### config.mk
export PLATFORM = sky130hd
export DESIGN_NAME = dns_question_parser_top_flat
export DESIGN_NICKNAME = d
export VERILOG_FILES = /design/src/rtl/core/dqp_pkg.sv /design/src/rtl/core/dqp_in_if.sv /design/src/rtl/core/dqp_res_if.sv /design/src/rtl/core/dqp_parse.sv /design/src/rtl/core/dqp_res_fifo.sv /design/src/rtl/core/dns_question_parser_top.sv /design/src/flat_wrapper.sv
export SDC_FILE = /design/constraint.sdc
export NUM_CORES = 1
export LEC_CHECK = 0
export BUFFER_PORTS_ARGS = -buffer_cell sky130_fd_sc_hd__buf_4
export CAP_MARGIN = 20
export CORE_MARGIN = 1
export CORE_UTILIZATION = 30
export CTS_CLUSTER_SIZE = 24
export DETAILED_ROUTE_END_ITERATION = 6
export PLACE_DENSITY = 0.44
export SLEW_MARGIN = 20
export SYNTH_ARGS = -nofsm -noshare
export SYNTH_HDL_FRONTEND = slang
export SYNTH_HIERARCHICAL = 1
export SYNTH_SLANG_ARGS = --single-unit
### constraint.sdc
create_clock -name clk_i -period 12.6 [get_ports clk_i]
set_input_delay 0.63 -clock clk_i [delete_from_list [all_inputs] [get_ports clk_i]]
set_output_delay 0.63 -clock clk_i [all_outputs]
set_load 0.03 [all_outputs]
### src/rtl/core/dqp_pkg.sv
// Shared types and constants for the DNS question parser.
package dqp_pkg;

  // Parameter defaults.
  localparam int unsigned NameLimitDef   = 256;
  localparam int unsigned PacketBytesDef = 512;

  // Protocol constants.
  localparam int unsigned HeaderBytes = 12;
  localparam logic [7:0]  LabelMax    = 8'd63;
  localparam logic [15:0] TypeA       = 16'd1;
  localparam logic [15:0] TypeNs      = 16'd2;
  localparam logic [15:0] TypeAaaa    = 16'd28;
  localparam logic [15:0] ClassIn     = 16'd1;

  // Field widths.
  localparam int unsigned ByteW  = 8;
  localparam int unsigned KindW  = 2;
  localparam int unsigned CodeW  = 3;
  localparam int unsigned WordW  = 16;
  localparam int unsigned WireW  = 9;
  localparam int unsigned TextW  = 8;

  typedef enum logic [KindW-1:0] {
    KIND_CHAR    = 2'd0,
    KIND_SUMMARY = 2'd1,
    KIND_ERROR   = 2'd2
  } kind_e;

  typedef enum logic [CodeW-1:0] {
    ST_OK         = 3'd0,
    ST_SHORT      = 3'd1,
    ST_LABEL_LONG = 3'd2,
    ST_NAME_LONG  = 3'd3,
    ST_TRUNCATED  = 3'd4
  } status_e;

  typedef enum logic [CodeW-1:0] {
    ACT_ROOT_NS    = 3'd0,
    ACT_LOCAL_A    = 3'd1,
    ACT_LOCAL_AAAA = 3'd2,
    ACT_NOT_FOUND  = 3'd3,
    ACT_IGNORE     = 3'd4
  } action_e;

  typedef struct packed {
    kind_e            kind;
    logic [ByteW-1:0] name_char;
    status_e          status;
    action_e          action;
    logic [WordW-1:0] query_type;
    logic [WordW-1:0] query_class;
    logic [WireW-1:0] wire_length;
    logic [TextW-1:0] text_length;
  } result_t;

endpackage

### src/rtl/core/dqp_in_if.sv
// Packet byte channel of the DNS question parser.
interface dqp_in_if;
  import dqp_pkg::*;

  logic             valid;
  logic             ready;
  logic [ByteW-1:0] packet_byte;
  logic             end_of_packet;

  modport source (output valid, output packet_byte, output end_of_packet, input ready);
  modport sink   (input valid, input packet_byte, input end_of_packet, output ready);
endinterface

### src/rtl/core/dqp_res_if.sv
// Result channel of the DNS question parser.
interface dqp_res_if;
  import dqp_pkg::*;

  logic             valid;
  logic             ready;
  logic [KindW-1:0] kind;
  logic [ByteW-1:0] name_char;
  logic [CodeW-1:0] status;
  logic [CodeW-1:0] action;
  logic [WordW-1:0] query_type;
  logic [WordW-1:0] query_class;
  logic [WireW-1:0] wire_length;
  logic [TextW-1:0] text_length;

  modport source (output valid, output kind, output name_char, output status, output action,
                  output query_type, output query_class, output wire_length,
                  output text_length, input ready);
  modport sink   (input valid, input kind, input name_char, input status, input action,
                  input query_type, input query_class, input wire_length,
                  input text_length, output ready);
endinterface

### src/rtl/core/dqp_parse.sv
// Per-byte parser state machine producing at most one result per accepted byte.
module dqp_parse #(
  parameter int unsigned NAME_LIMIT   = dqp_pkg::NameLimitDef,
  parameter int unsigned PACKET_BYTES = dqp_pkg::PacketBytesDef
) (
  input  logic                    clk_i,
  input  logic                    rst_ni,
  input  logic                    step_i,
  input  logic [dqp_pkg::ByteW-1:0] packet_byte_i,
  input  logic                    end_of_packet_i,
  output logic                    res_valid_o,
  output dqp_pkg::result_t        res_o
);
  import dqp_pkg::*;

  localparam int unsigned PosW = $clog2(PACKET_BYTES + 1);
  localparam logic [47:0] LocalSuffix = ".local";

  typedef enum logic [1:0] {
    PH_HEADER = 2'd0,
    PH_LENGTH = 2'd1,
    PH_LABEL  = 2'd2,
    PH_TAIL   = 2'd3
  } phase_e;

  phase_e           phase_q, phase_d;
  logic [PosW-1:0]  pos_q, pos_d;
  logic [5:0]       left_q, left_d;
  logic [TextW-1:0] tc_q, tc_d;
  logic [WireW-1:0] enc_q, enc_d;
  logic [47:0]      win_q, win_d;
  logic [31:0]      tac_q, tac_d;
  logic             fin_q, fin_d;

  logic             char_put;
  logic [ByteW-1:0] char_val;
  logic [9:0]       name_need;
  logic             is_local;
  logic [WordW-1:0] qtype;
  logic [WordW-1:0] qclass;

  // Case-folded comparison of the last six name characters with ".local".
  function automatic logic ends_local(input logic [47:0] win, input logic [TextW-1:0] cnt);
    logic       match;
    logic [7:0] c;
    match = (cnt >= TextW'(6));
    for (int i = 0; i < 6; i++) begin
      c = win[8*i +: 8];
      if (c >= 8'h41 && c <= 8'h5a) begin
        c = c + 8'd32;
      end
      if (c != LocalSuffix[8*i +: 8]) begin
        match = 1'b0;
      end
    end
    return match;
  endfunction

  // Type and class as they stand once the current byte is shifted in.
  assign name_need = {2'b00, tc_q} + {2'b00, packet_byte_i} + 10'd1;
  assign is_local  = ends_local(win_q, tc_q);
  assign qtype     = tac_q[23:8];
  assign qclass    = {tac_q[7:0], packet_byte_i};

  always_comb begin
    phase_d     = phase_q;
    pos_d       = pos_q;
    left_d      = left_q;
    tc_d        = tc_q;
    enc_d       = enc_q;
    win_d       = win_q;
    tac_d       = tac_q;
    fin_d       = fin_q;
    char_put    = 1'b0;
    char_val    = '0;
    res_valid_o = 1'b0;
    res_o       = '0;

    if (step_i) begin
      if (!fin_q && pos_q < PosW'(PACKET_BYTES)) begin
        pos_d = pos_q + PosW'(1);
        unique case (phase_q)
          PH_HEADER: begin
            if (pos_q >= PosW'(HeaderBytes - 1)) begin
              phase_d = PH_LENGTH;
            end
          end
          PH_LENGTH: begin
            enc_d = enc_q + WireW'(1);
            if (packet_byte_i == '0) begin
              if (tc_q == '0) begin
                char_put = 1'b1;
                char_val = 8'h2e;
              end
              phase_d = PH_TAIL;
              left_d  = '0;
            end else if (packet_byte_i > LabelMax) begin
              res_valid_o  = 1'b1;
              res_o.kind   = KIND_ERROR;
              res_o.status = ST_LABEL_LONG;
              fin_d        = 1'b1;
            end else if (name_need >= 10'(NAME_LIMIT)) begin
              res_valid_o  = 1'b1;
              res_o.kind   = KIND_ERROR;
              res_o.status = ST_NAME_LONG;
              fin_d        = 1'b1;
            end else begin
              if (tc_q != '0) begin
                char_put = 1'b1;
                char_val = 8'h2e;
              end
              left_d  = packet_byte_i[5:0];
              phase_d = PH_LABEL;
            end
          end
          PH_LABEL: begin
            enc_d    = enc_q + WireW'(1);
            char_put = 1'b1;
            char_val = packet_byte_i;
            left_d   = left_q - 6'd1;
            if (left_q == 6'd1) begin
              phase_d = PH_LENGTH;
            end
          end
          PH_TAIL: begin
            tac_d  = {tac_q[23:0], packet_byte_i};
            left_d = left_q + 6'd1;
            if (left_q >= 6'd3) begin
              res_valid_o       = 1'b1;
              res_o.kind        = KIND_SUMMARY;
              res_o.query_type  = qtype;
              res_o.query_class = qclass;
              res_o.wire_length = enc_q;
              res_o.text_length = tc_q;
              if (qclass != ClassIn) begin
                res_o.action = ACT_IGNORE;
              end else if (tc_q == TextW'(1) && win_q[7:0] == 8'h2e &&
                           enc_q == WireW'(1) && qtype == TypeNs) begin
                res_o.action = ACT_ROOT_NS;
              end else if (is_local && qtype == TypeA) begin
                res_o.action = ACT_LOCAL_A;
              end else if (is_local && qtype == TypeAaaa) begin
                res_o.action = ACT_LOCAL_AAAA;
              end else begin
                res_o.action = ACT_NOT_FOUND;
              end
              fin_d = 1'b1;
            end
          end
          default: phase_d = PH_HEADER;
        endcase
      end

      if (char_put) begin
        win_d           = {win_q[39:0], char_val};
        tc_d            = tc_q + TextW'(1);
        res_valid_o     = 1'b1;
        res_o.kind      = KIND_CHAR;
        res_o.name_char = char_val;
      end

      if (end_of_packet_i) begin
        if (!fin_d) begin
          res_valid_o  = 1'b1;
          res_o        = '0;
          res_o.kind   = KIND_ERROR;
          res_o.status = (phase_d == PH_HEADER) ? ST_SHORT : ST_TRUNCATED;
        end
        phase_d = PH_HEADER;
        pos_d   = '0;
        left_d  = '0;
        tc_d    = '0;
        enc_d   = '0;
        win_d   = '0;
        tac_d   = '0;
        fin_d   = 1'b0;
      end
    end
  end

  always_ff @(posedge clk_i or negedge rst_ni) begin
    if (!rst_ni) begin
      phase_q <= PH_HEADER;
      pos_q   <= '0;
      left_q  <= '0;
      tc_q    <= '0;
      enc_q   <= '0;
      win_q   <= '0;
      tac_q   <= '0;
      fin_q   <= 1'b0;
    end else begin
      phase_q <= phase_d;
      pos_q   <= pos_d;
      left_q  <= left_d;
      tc_q    <= tc_d;
      enc_q   <= enc_d;
      win_q   <= win_d;
      tac_q   <= tac_d;
      fin_q   <= fin_d;
    end
  end

endmodule

### src/rtl/core/dqp_res_fifo.sv
// Two-entry result buffer between the parser and the result channel.
module dqp_res_fifo (
  input  logic             clk_i,
  input  logic             rst_ni,
  input  logic             push_i,
  input  dqp_pkg::result_t push_data_i,
  output logic             full_o,
  output logic             valid_o,
  input  logic             pop_i,
  output dqp_pkg::result_t data_o
);
  import dqp_pkg::*;

  result_t    mem_q [2];
  logic [1:0] count_q, count_d;
  logic       wr_ptr_q;
  logic       rd_ptr_q;
  logic       pop;

  assign full_o  = (count_q == 2'd2);
  assign valid_o = (count_q != 2'd0);
  assign pop     = pop_i && valid_o;
  assign data_o  = mem_q[rd_ptr_q];

  always_comb begin
    count_d = count_q;
    if (push_i && !pop) begin
      count_d = count_q + 2'd1;
    end else if (pop && !push_i) begin
      count_d = count_q - 2'd1;
    end
  end

  always_ff @(posedge clk_i or negedge rst_ni) begin
    if (!rst_ni) begin
      count_q  <= '0;
      wr_ptr_q <= 1'b0;
      rd_ptr_q <= 1'b0;
    end else begin
      count_q <= count_d;
      if (push_i) begin
        wr_ptr_q <= ~wr_ptr_q;
      end
      if (pop) begin
        rd_ptr_q <= ~rd_ptr_q;
      end
    end
  end

  always_ff @(posedge clk_i) begin
    if (push_i) begin
      mem_q[wr_ptr_q] <= push_data_i;
    end
  end

endmodule

### src/rtl/core/dns_question_parser_top.sv
// Top level of the DNS question parser: byte-stream parser plus result buffer.
// Each byte's result, if any, is written to the result buffer at the edge that accepts the
// byte and shows on the result channel after that edge, behind any waiting results.
// Throughput: one byte per cycle while the buffer has room; each byte is a single step.
// A two-entry result buffer lets a byte be taken while an earlier result is still waiting.
// Reset (rst_ni low, asynchronous) returns the parser to header skip and empties the buffer.
module dns_question_parser_top #(
  parameter int unsigned NAME_LIMIT   = dqp_pkg::NameLimitDef,
  parameter int unsigned PACKET_BYTES = dqp_pkg::PacketBytesDef
) (
  input  logic      clk_i,
  input  logic      rst_ni,
  dqp_in_if.sink    pkt_i,
  dqp_res_if.source res_o
);
  import dqp_pkg::*;

  logic    step;
  logic    res_valid;
  result_t res;
  result_t head;
  logic    buf_full;

  // A byte transaction completes whenever the buffer has a free entry. Bytes that give
  // no result are accepted on the same terms, which keeps the input side simple.
  assign pkt_i.ready = !buf_full;
  assign step        = pkt_i.valid && pkt_i.ready;

  // The parser holds the whole per-packet state: phase, byte position, one counter
  // shared by label and tail bytes, the name counters, a finished flag, the last six
  // name characters for the ".local" test, and the collected type and class bytes.
  dqp_parse #(
    .NAME_LIMIT  (NAME_LIMIT),
    .PACKET_BYTES(PACKET_BYTES)
  ) u_parse (
    .clk_i          (clk_i),
    .rst_ni         (rst_ni),
    .step_i         (step),
    .packet_byte_i  (pkt_i.packet_byte),
    .end_of_packet_i(pkt_i.end_of_packet),
    .res_valid_o    (res_valid),
    .res_o          (res)
  );

  // Each result is registered in the buffer at the edge that accepts its byte.
  dqp_res_fifo u_fifo (
    .clk_i      (clk_i),
    .rst_ni     (rst_ni),
    .push_i     (step && res_valid),
    .push_data_i(res),
    .full_o     (buf_full),
    .valid_o    (res_o.valid),
    .pop_i      (res_o.ready),
    .data_o     (head)
  );

  // Unpack the buffered result onto the result channel.
  assign res_o.kind        = head.kind;
  assign res_o.name_char   = head.name_char;
  assign res_o.status      = head.status;
  assign res_o.action      = head.action;
  assign res_o.query_type  = head.query_type;
  assign res_o.query_class = head.query_class;
  assign res_o.wire_length = head.wire_length;
  assign res_o.text_length = head.text_length;

endmodule

### src/flat_wrapper.sv
// flat-port wrapper written by rule: the top's interface ports become plain ports
module dns_question_parser_top_flat import dqp_pkg::*;
#(
  parameter int unsigned NAME_LIMIT   = dqp_pkg::NameLimitDef,
  parameter int unsigned PACKET_BYTES = dqp_pkg::PacketBytesDef
)
  (clk_i, rst_ni, pkt_i_valid, pkt_i_packet_byte, pkt_i_end_of_packet, pkt_i_ready, res_o_valid, res_o_kind, res_o_name_char, res_o_status, res_o_action, res_o_query_type, res_o_query_class, res_o_wire_length, res_o_text_length, res_o_ready);
  dqp_in_if pkt_i_i ();
  dqp_res_if res_o_i ();
  input  logic clk_i;
  input  logic rst_ni;
  input wire logic [$bits(pkt_i_i.valid)-1:0] pkt_i_valid;
  input wire logic [$bits(pkt_i_i.packet_byte)-1:0] pkt_i_packet_byte;
  input wire logic [$bits(pkt_i_i.end_of_packet)-1:0] pkt_i_end_of_packet;
  output wire logic [$bits(pkt_i_i.ready)-1:0] pkt_i_ready;
  output wire logic [$bits(res_o_i.valid)-1:0] res_o_valid;
  output wire logic [$bits(res_o_i.kind)-1:0] res_o_kind;
  output wire logic [$bits(res_o_i.name_char)-1:0] res_o_name_char;
  output wire logic [$bits(res_o_i.status)-1:0] res_o_status;
  output wire logic [$bits(res_o_i.action)-1:0] res_o_action;
  output wire logic [$bits(res_o_i.query_type)-1:0] res_o_query_type;
  output wire logic [$bits(res_o_i.query_class)-1:0] res_o_query_class;
  output wire logic [$bits(res_o_i.wire_length)-1:0] res_o_wire_length;
  output wire logic [$bits(res_o_i.text_length)-1:0] res_o_text_length;
  input wire logic [$bits(res_o_i.ready)-1:0] res_o_ready;
  assign pkt_i_i.valid = pkt_i_valid;
  assign pkt_i_i.packet_byte = pkt_i_packet_byte;
  assign pkt_i_i.end_of_packet = pkt_i_end_of_packet;
  assign pkt_i_ready = pkt_i_i.ready;
  assign res_o_valid = res_o_i.valid;
  assign res_o_kind = res_o_i.kind;
  assign res_o_name_char = res_o_i.name_char;
  assign res_o_status = res_o_i.status;
  assign res_o_action = res_o_i.action;
  assign res_o_query_type = res_o_i.query_type;
  assign res_o_query_class = res_o_i.query_class;
  assign res_o_wire_length = res_o_i.wire_length;
  assign res_o_text_length = res_o_i.text_length;
  assign res_o_i.ready = res_o_ready;
  dns_question_parser_top #(.NAME_LIMIT(NAME_LIMIT), .PACKET_BYTES(PACKET_BYTES)) u_core (.clk_i(clk_i), .rst_ni(rst_ni), .pkt_i(pkt_i_i), .res_o(res_o_i));
endmodule
==> run metrics <==
post_cts resized 0; row count 70; largest family of logic cells by synthesized area simple AND/OR/NAND/NOR gates; drt first pass iters 5; commonest non-fill, non-tap cell in the layout edfxtp_1; Mapped Area 0.0111 mm^2; layout cell share with drive strength beyond 1 24.3%; hold buffers post-CTS 0; endpoints failing setup 0; commonest non-fill, non-tap cells in the layout 130 x edfxtp_1, 111 x dfrtp_1, 89 x buf_4; met2 wire length roughly 12000 um; Static Leak between 5 and 6 nW; worst-skew pair later-pin latency 0.55 ns; crit path cell chain ha_1, o21ai_0, a22oi_1, a2111o_1, a31oi_4, o31a_1, and3b_1, and2_2, buf_4; flops & latches, synth 242; final period utilization slightly below 30%; Ports 80; outcome finished clean; GR Overflow Total 0; DR top layer met4; Slew headroom 36.4%; worst slew pin tran 0.954 ns; Die Width slightly below 200 um; CP startpoint kind register; Area Overhead vs Synth 18.2%; largest net degree at the start of global routing 66; vias per std cell 4.93; number of flops mapped to enable cells by yosys 130; largest cells by area after synthesis edfxtp_1 35%, dfrtp_1 25%, mux2_4 5.4%, a22o_1 5.3%, and2_1 3.3%; Core Area 0.0365 mm^2; fraction of the mapped netlist area in simple logic gates 12.2%; IO Port Bufs between 70 and 80; Setup Buffers After CTS 0; Max-Cap Viols 0; syn nets 878; Worst path max stage delay 0.67 ns; Placer Congestion 0.796; initial antenna violation count 0; Sink Count 242; depth of the CTS H-tree 1; unrepaired setup endpoints after global routing no; Worst Hold Margin 0.135 ns; largest area contributor in the synthesized netlist edfxtp_1; compound-gate portion of the synthesized area 11.3%; final core utilization a little over a third; CP Data Arrival Time 3.83 ns; synth warn 6; first-pass GRT wire length 42700 um; share of the synthesized area in the top cell type about a third; CTS tree built; nature of the critical path endpoint register; post-layout net count 957; Post-Syn Area per Cell approximately 13 um^2; drt total wl around 27000 um; DRC 0; CP max FO 65; leading register cell type out of synthesis edfxtp_1; DR vias around 6.9k; Setup Crit Path Kind reg2reg; Power Total 2.44 mW; met3 WL post-DR roughly 1200 um; PD cells roughly 190 mW/mm^2; portion of netlist area occupied by mux cells 8.62%; Inserted Clock Buffers 29; antenna diode count 0; minimum clock period roughly 3.7 ns; Initial Util between 30% and 40%; Cells after Synth 837; sequential share of the synthesized area between 60% and 70%; Die Height just under 200 um; Async S/R FF share, synth 46.3%; CP delay by family, top compound AO/OA/AOI/OAI gates; Hold Fails Final Rpt 0; Crit path required time 12.77 ns; worst hold path type in2async; clock tree root buffer cell clkbuf_16; post-route ant nets 0; initial drt markers about 350; Die Area between 0.03 and 0.04 mm^2; GR Util All Layers approximately 14%; Post-Synth Adder-Cell Area 3.15%; M1 WL 13000 um; Buf/Inv on CP 1; CP max stage cell buf_4; WL/cell around 19 um; setup TNS 0 ns; clock buffer depth 3; vias in the first global route 7058; fin. max-slew vios 0; XOR/XNOR Fraction of Synth Area under 10%; Cell variety after synth 66; Reg clk slew, reported paths 0.06 ns; Max VDD drop 0.0910 mV; post-DP HPWL 18000 um; clock skew 0.0244 ns; Fmax 273 MHz
-- stage by stage --
step	worst slack, ns	std cells	instance area, um^2
after floorplan	6.98	837	11100
after global placement	8.66	1353	12200
after detailed placement	8.64	1353	12200
after CTS	8.92	1407	13200
after global routing	8.66	1407	13200
final	8.94	1407	13200
-- state kept, by name, summed over array words and instances, names as in the netlist, 2 cells and up --
register	count
u_core/u_fifo/count_q	2
u_core/u_parse/left_q	6
u_core/u_parse/tac_q	24
u_core/u_parse/pos_q	10
u_core/u_parse/enc_q	9
u_core/u_parse/tc_q	8
u_core/u_parse/phase_q	2
u_core/u_fifo/mem_q	130
u_core/u_parse/win_q	48
-- logic make-up after synthesis --
group	after synthesis
flops	242
compound gates	168
mux	72
simple gates	245
xor+xnor	23
buf+inv	59
fa+ha+maj	28
-- cell usage after synthesis (11+ instances only) --
| cell type | n |
|---|---|
| nand3_1 | 21 |
| dfrtp_1 | 112 |
| edfxtp_1 | 130 |
| a21oi_1 | 22 |
| inv_1 | 18 |
| nor2_1 | 45 |
| and2_1 | 59 |
| nor4_1 | 11 |
| a22o_1 | 67 |
| mux2_2 | 31 |
| nand2_1 | 38 |
| mux2_4 | 40 |
| clkbuf_1 | 24 |
| o22ai_1 | 12 |
| o21ai_0 | 18 |
| nor2b_1 | 13 |
| ha_1 | 28 |
| xor2_1 | 14 |
-- metal layers --
| metal | up-vias | global-route usage [%] |
|---|---|---|
| met4 | 0 | 3.67 |
| li1 | 3301 | - |
| met1 | 3476 | 20.2 |
| met2 | 131 | 22.9 |
| met3 | 35 | 2.41 |
| met5 | - | 0 |
-- path summary, 6_finish.rpt --
kind                                                 startpoint                                    to  slack [ns]  cells past startpoint
max                          u_core/u_parse/tc_q[2]$_DFFE_PN0P_   u_core/u_fifo/mem_q[1][4]$_DFFE_PP_        8.94                      9
min                                                      rst_ni  u_core/u_parse/win_q[26]$_DFFE_PN0P_        0.14                      1
max reg2reg                  u_core/u_parse/tc_q[2]$_DFFE_PN0P_   u_core/u_fifo/mem_q[1][4]$_DFFE_PP_        8.94                      9
min reg2reg                u_core/u_fifo/count_q[1]$_DFFE_PN0P_  u_core/u_fifo/count_q[1]$_DFFE_PN0P_        0.47                      1
max in group asynchronous                                rst_ni   u_core/u_parse/enc_q[3]$_DFFE_PN0P_       11.20                      2
min in group clk_i                         pkt_i_packet_byte[6]   u_core/u_parse/tac_q[6]$_DFFE_PN0P_        0.43                      2
-- area by class of cell --
cell class | instances | area [um^2]
fillers | 3527 | 23400
inverters | 18 | 67.6
clock inverters | 14 | 163
clock buffers | 40 | 807
flip-flops and latches | 242 | 6710
repair buffers | 89 | 668
multi-input cells | 536 | 4160
well taps | 468 | 586
-- worst reg2reg max path, stage by stage, from the launching register on --
cell,delay [ns]
dfrtp_1,0.53
ha_1,0.29
o21ai_0,0.16
a22oi_1,0.12
a2111o_1,0.53
a31oi_4,0.32
o31a_1,0.18
and3b_1,0.22
and2_2,0.16
buf_4,0.67
-- power by group --
| group | leakage (nW) | internal [mW] | switching (mW) |
|---|---|---|---|
| Combinational | 2.23 | 0.273 | 0.362 |
| Clock | 0.468 | 0.509 | 0.327 |
| Sequential | 2.78 | 0.893 | 0.0734 |
| Total | 5.49 | 1.67 | 0.762 |
(Power assumes the default switching activity.)
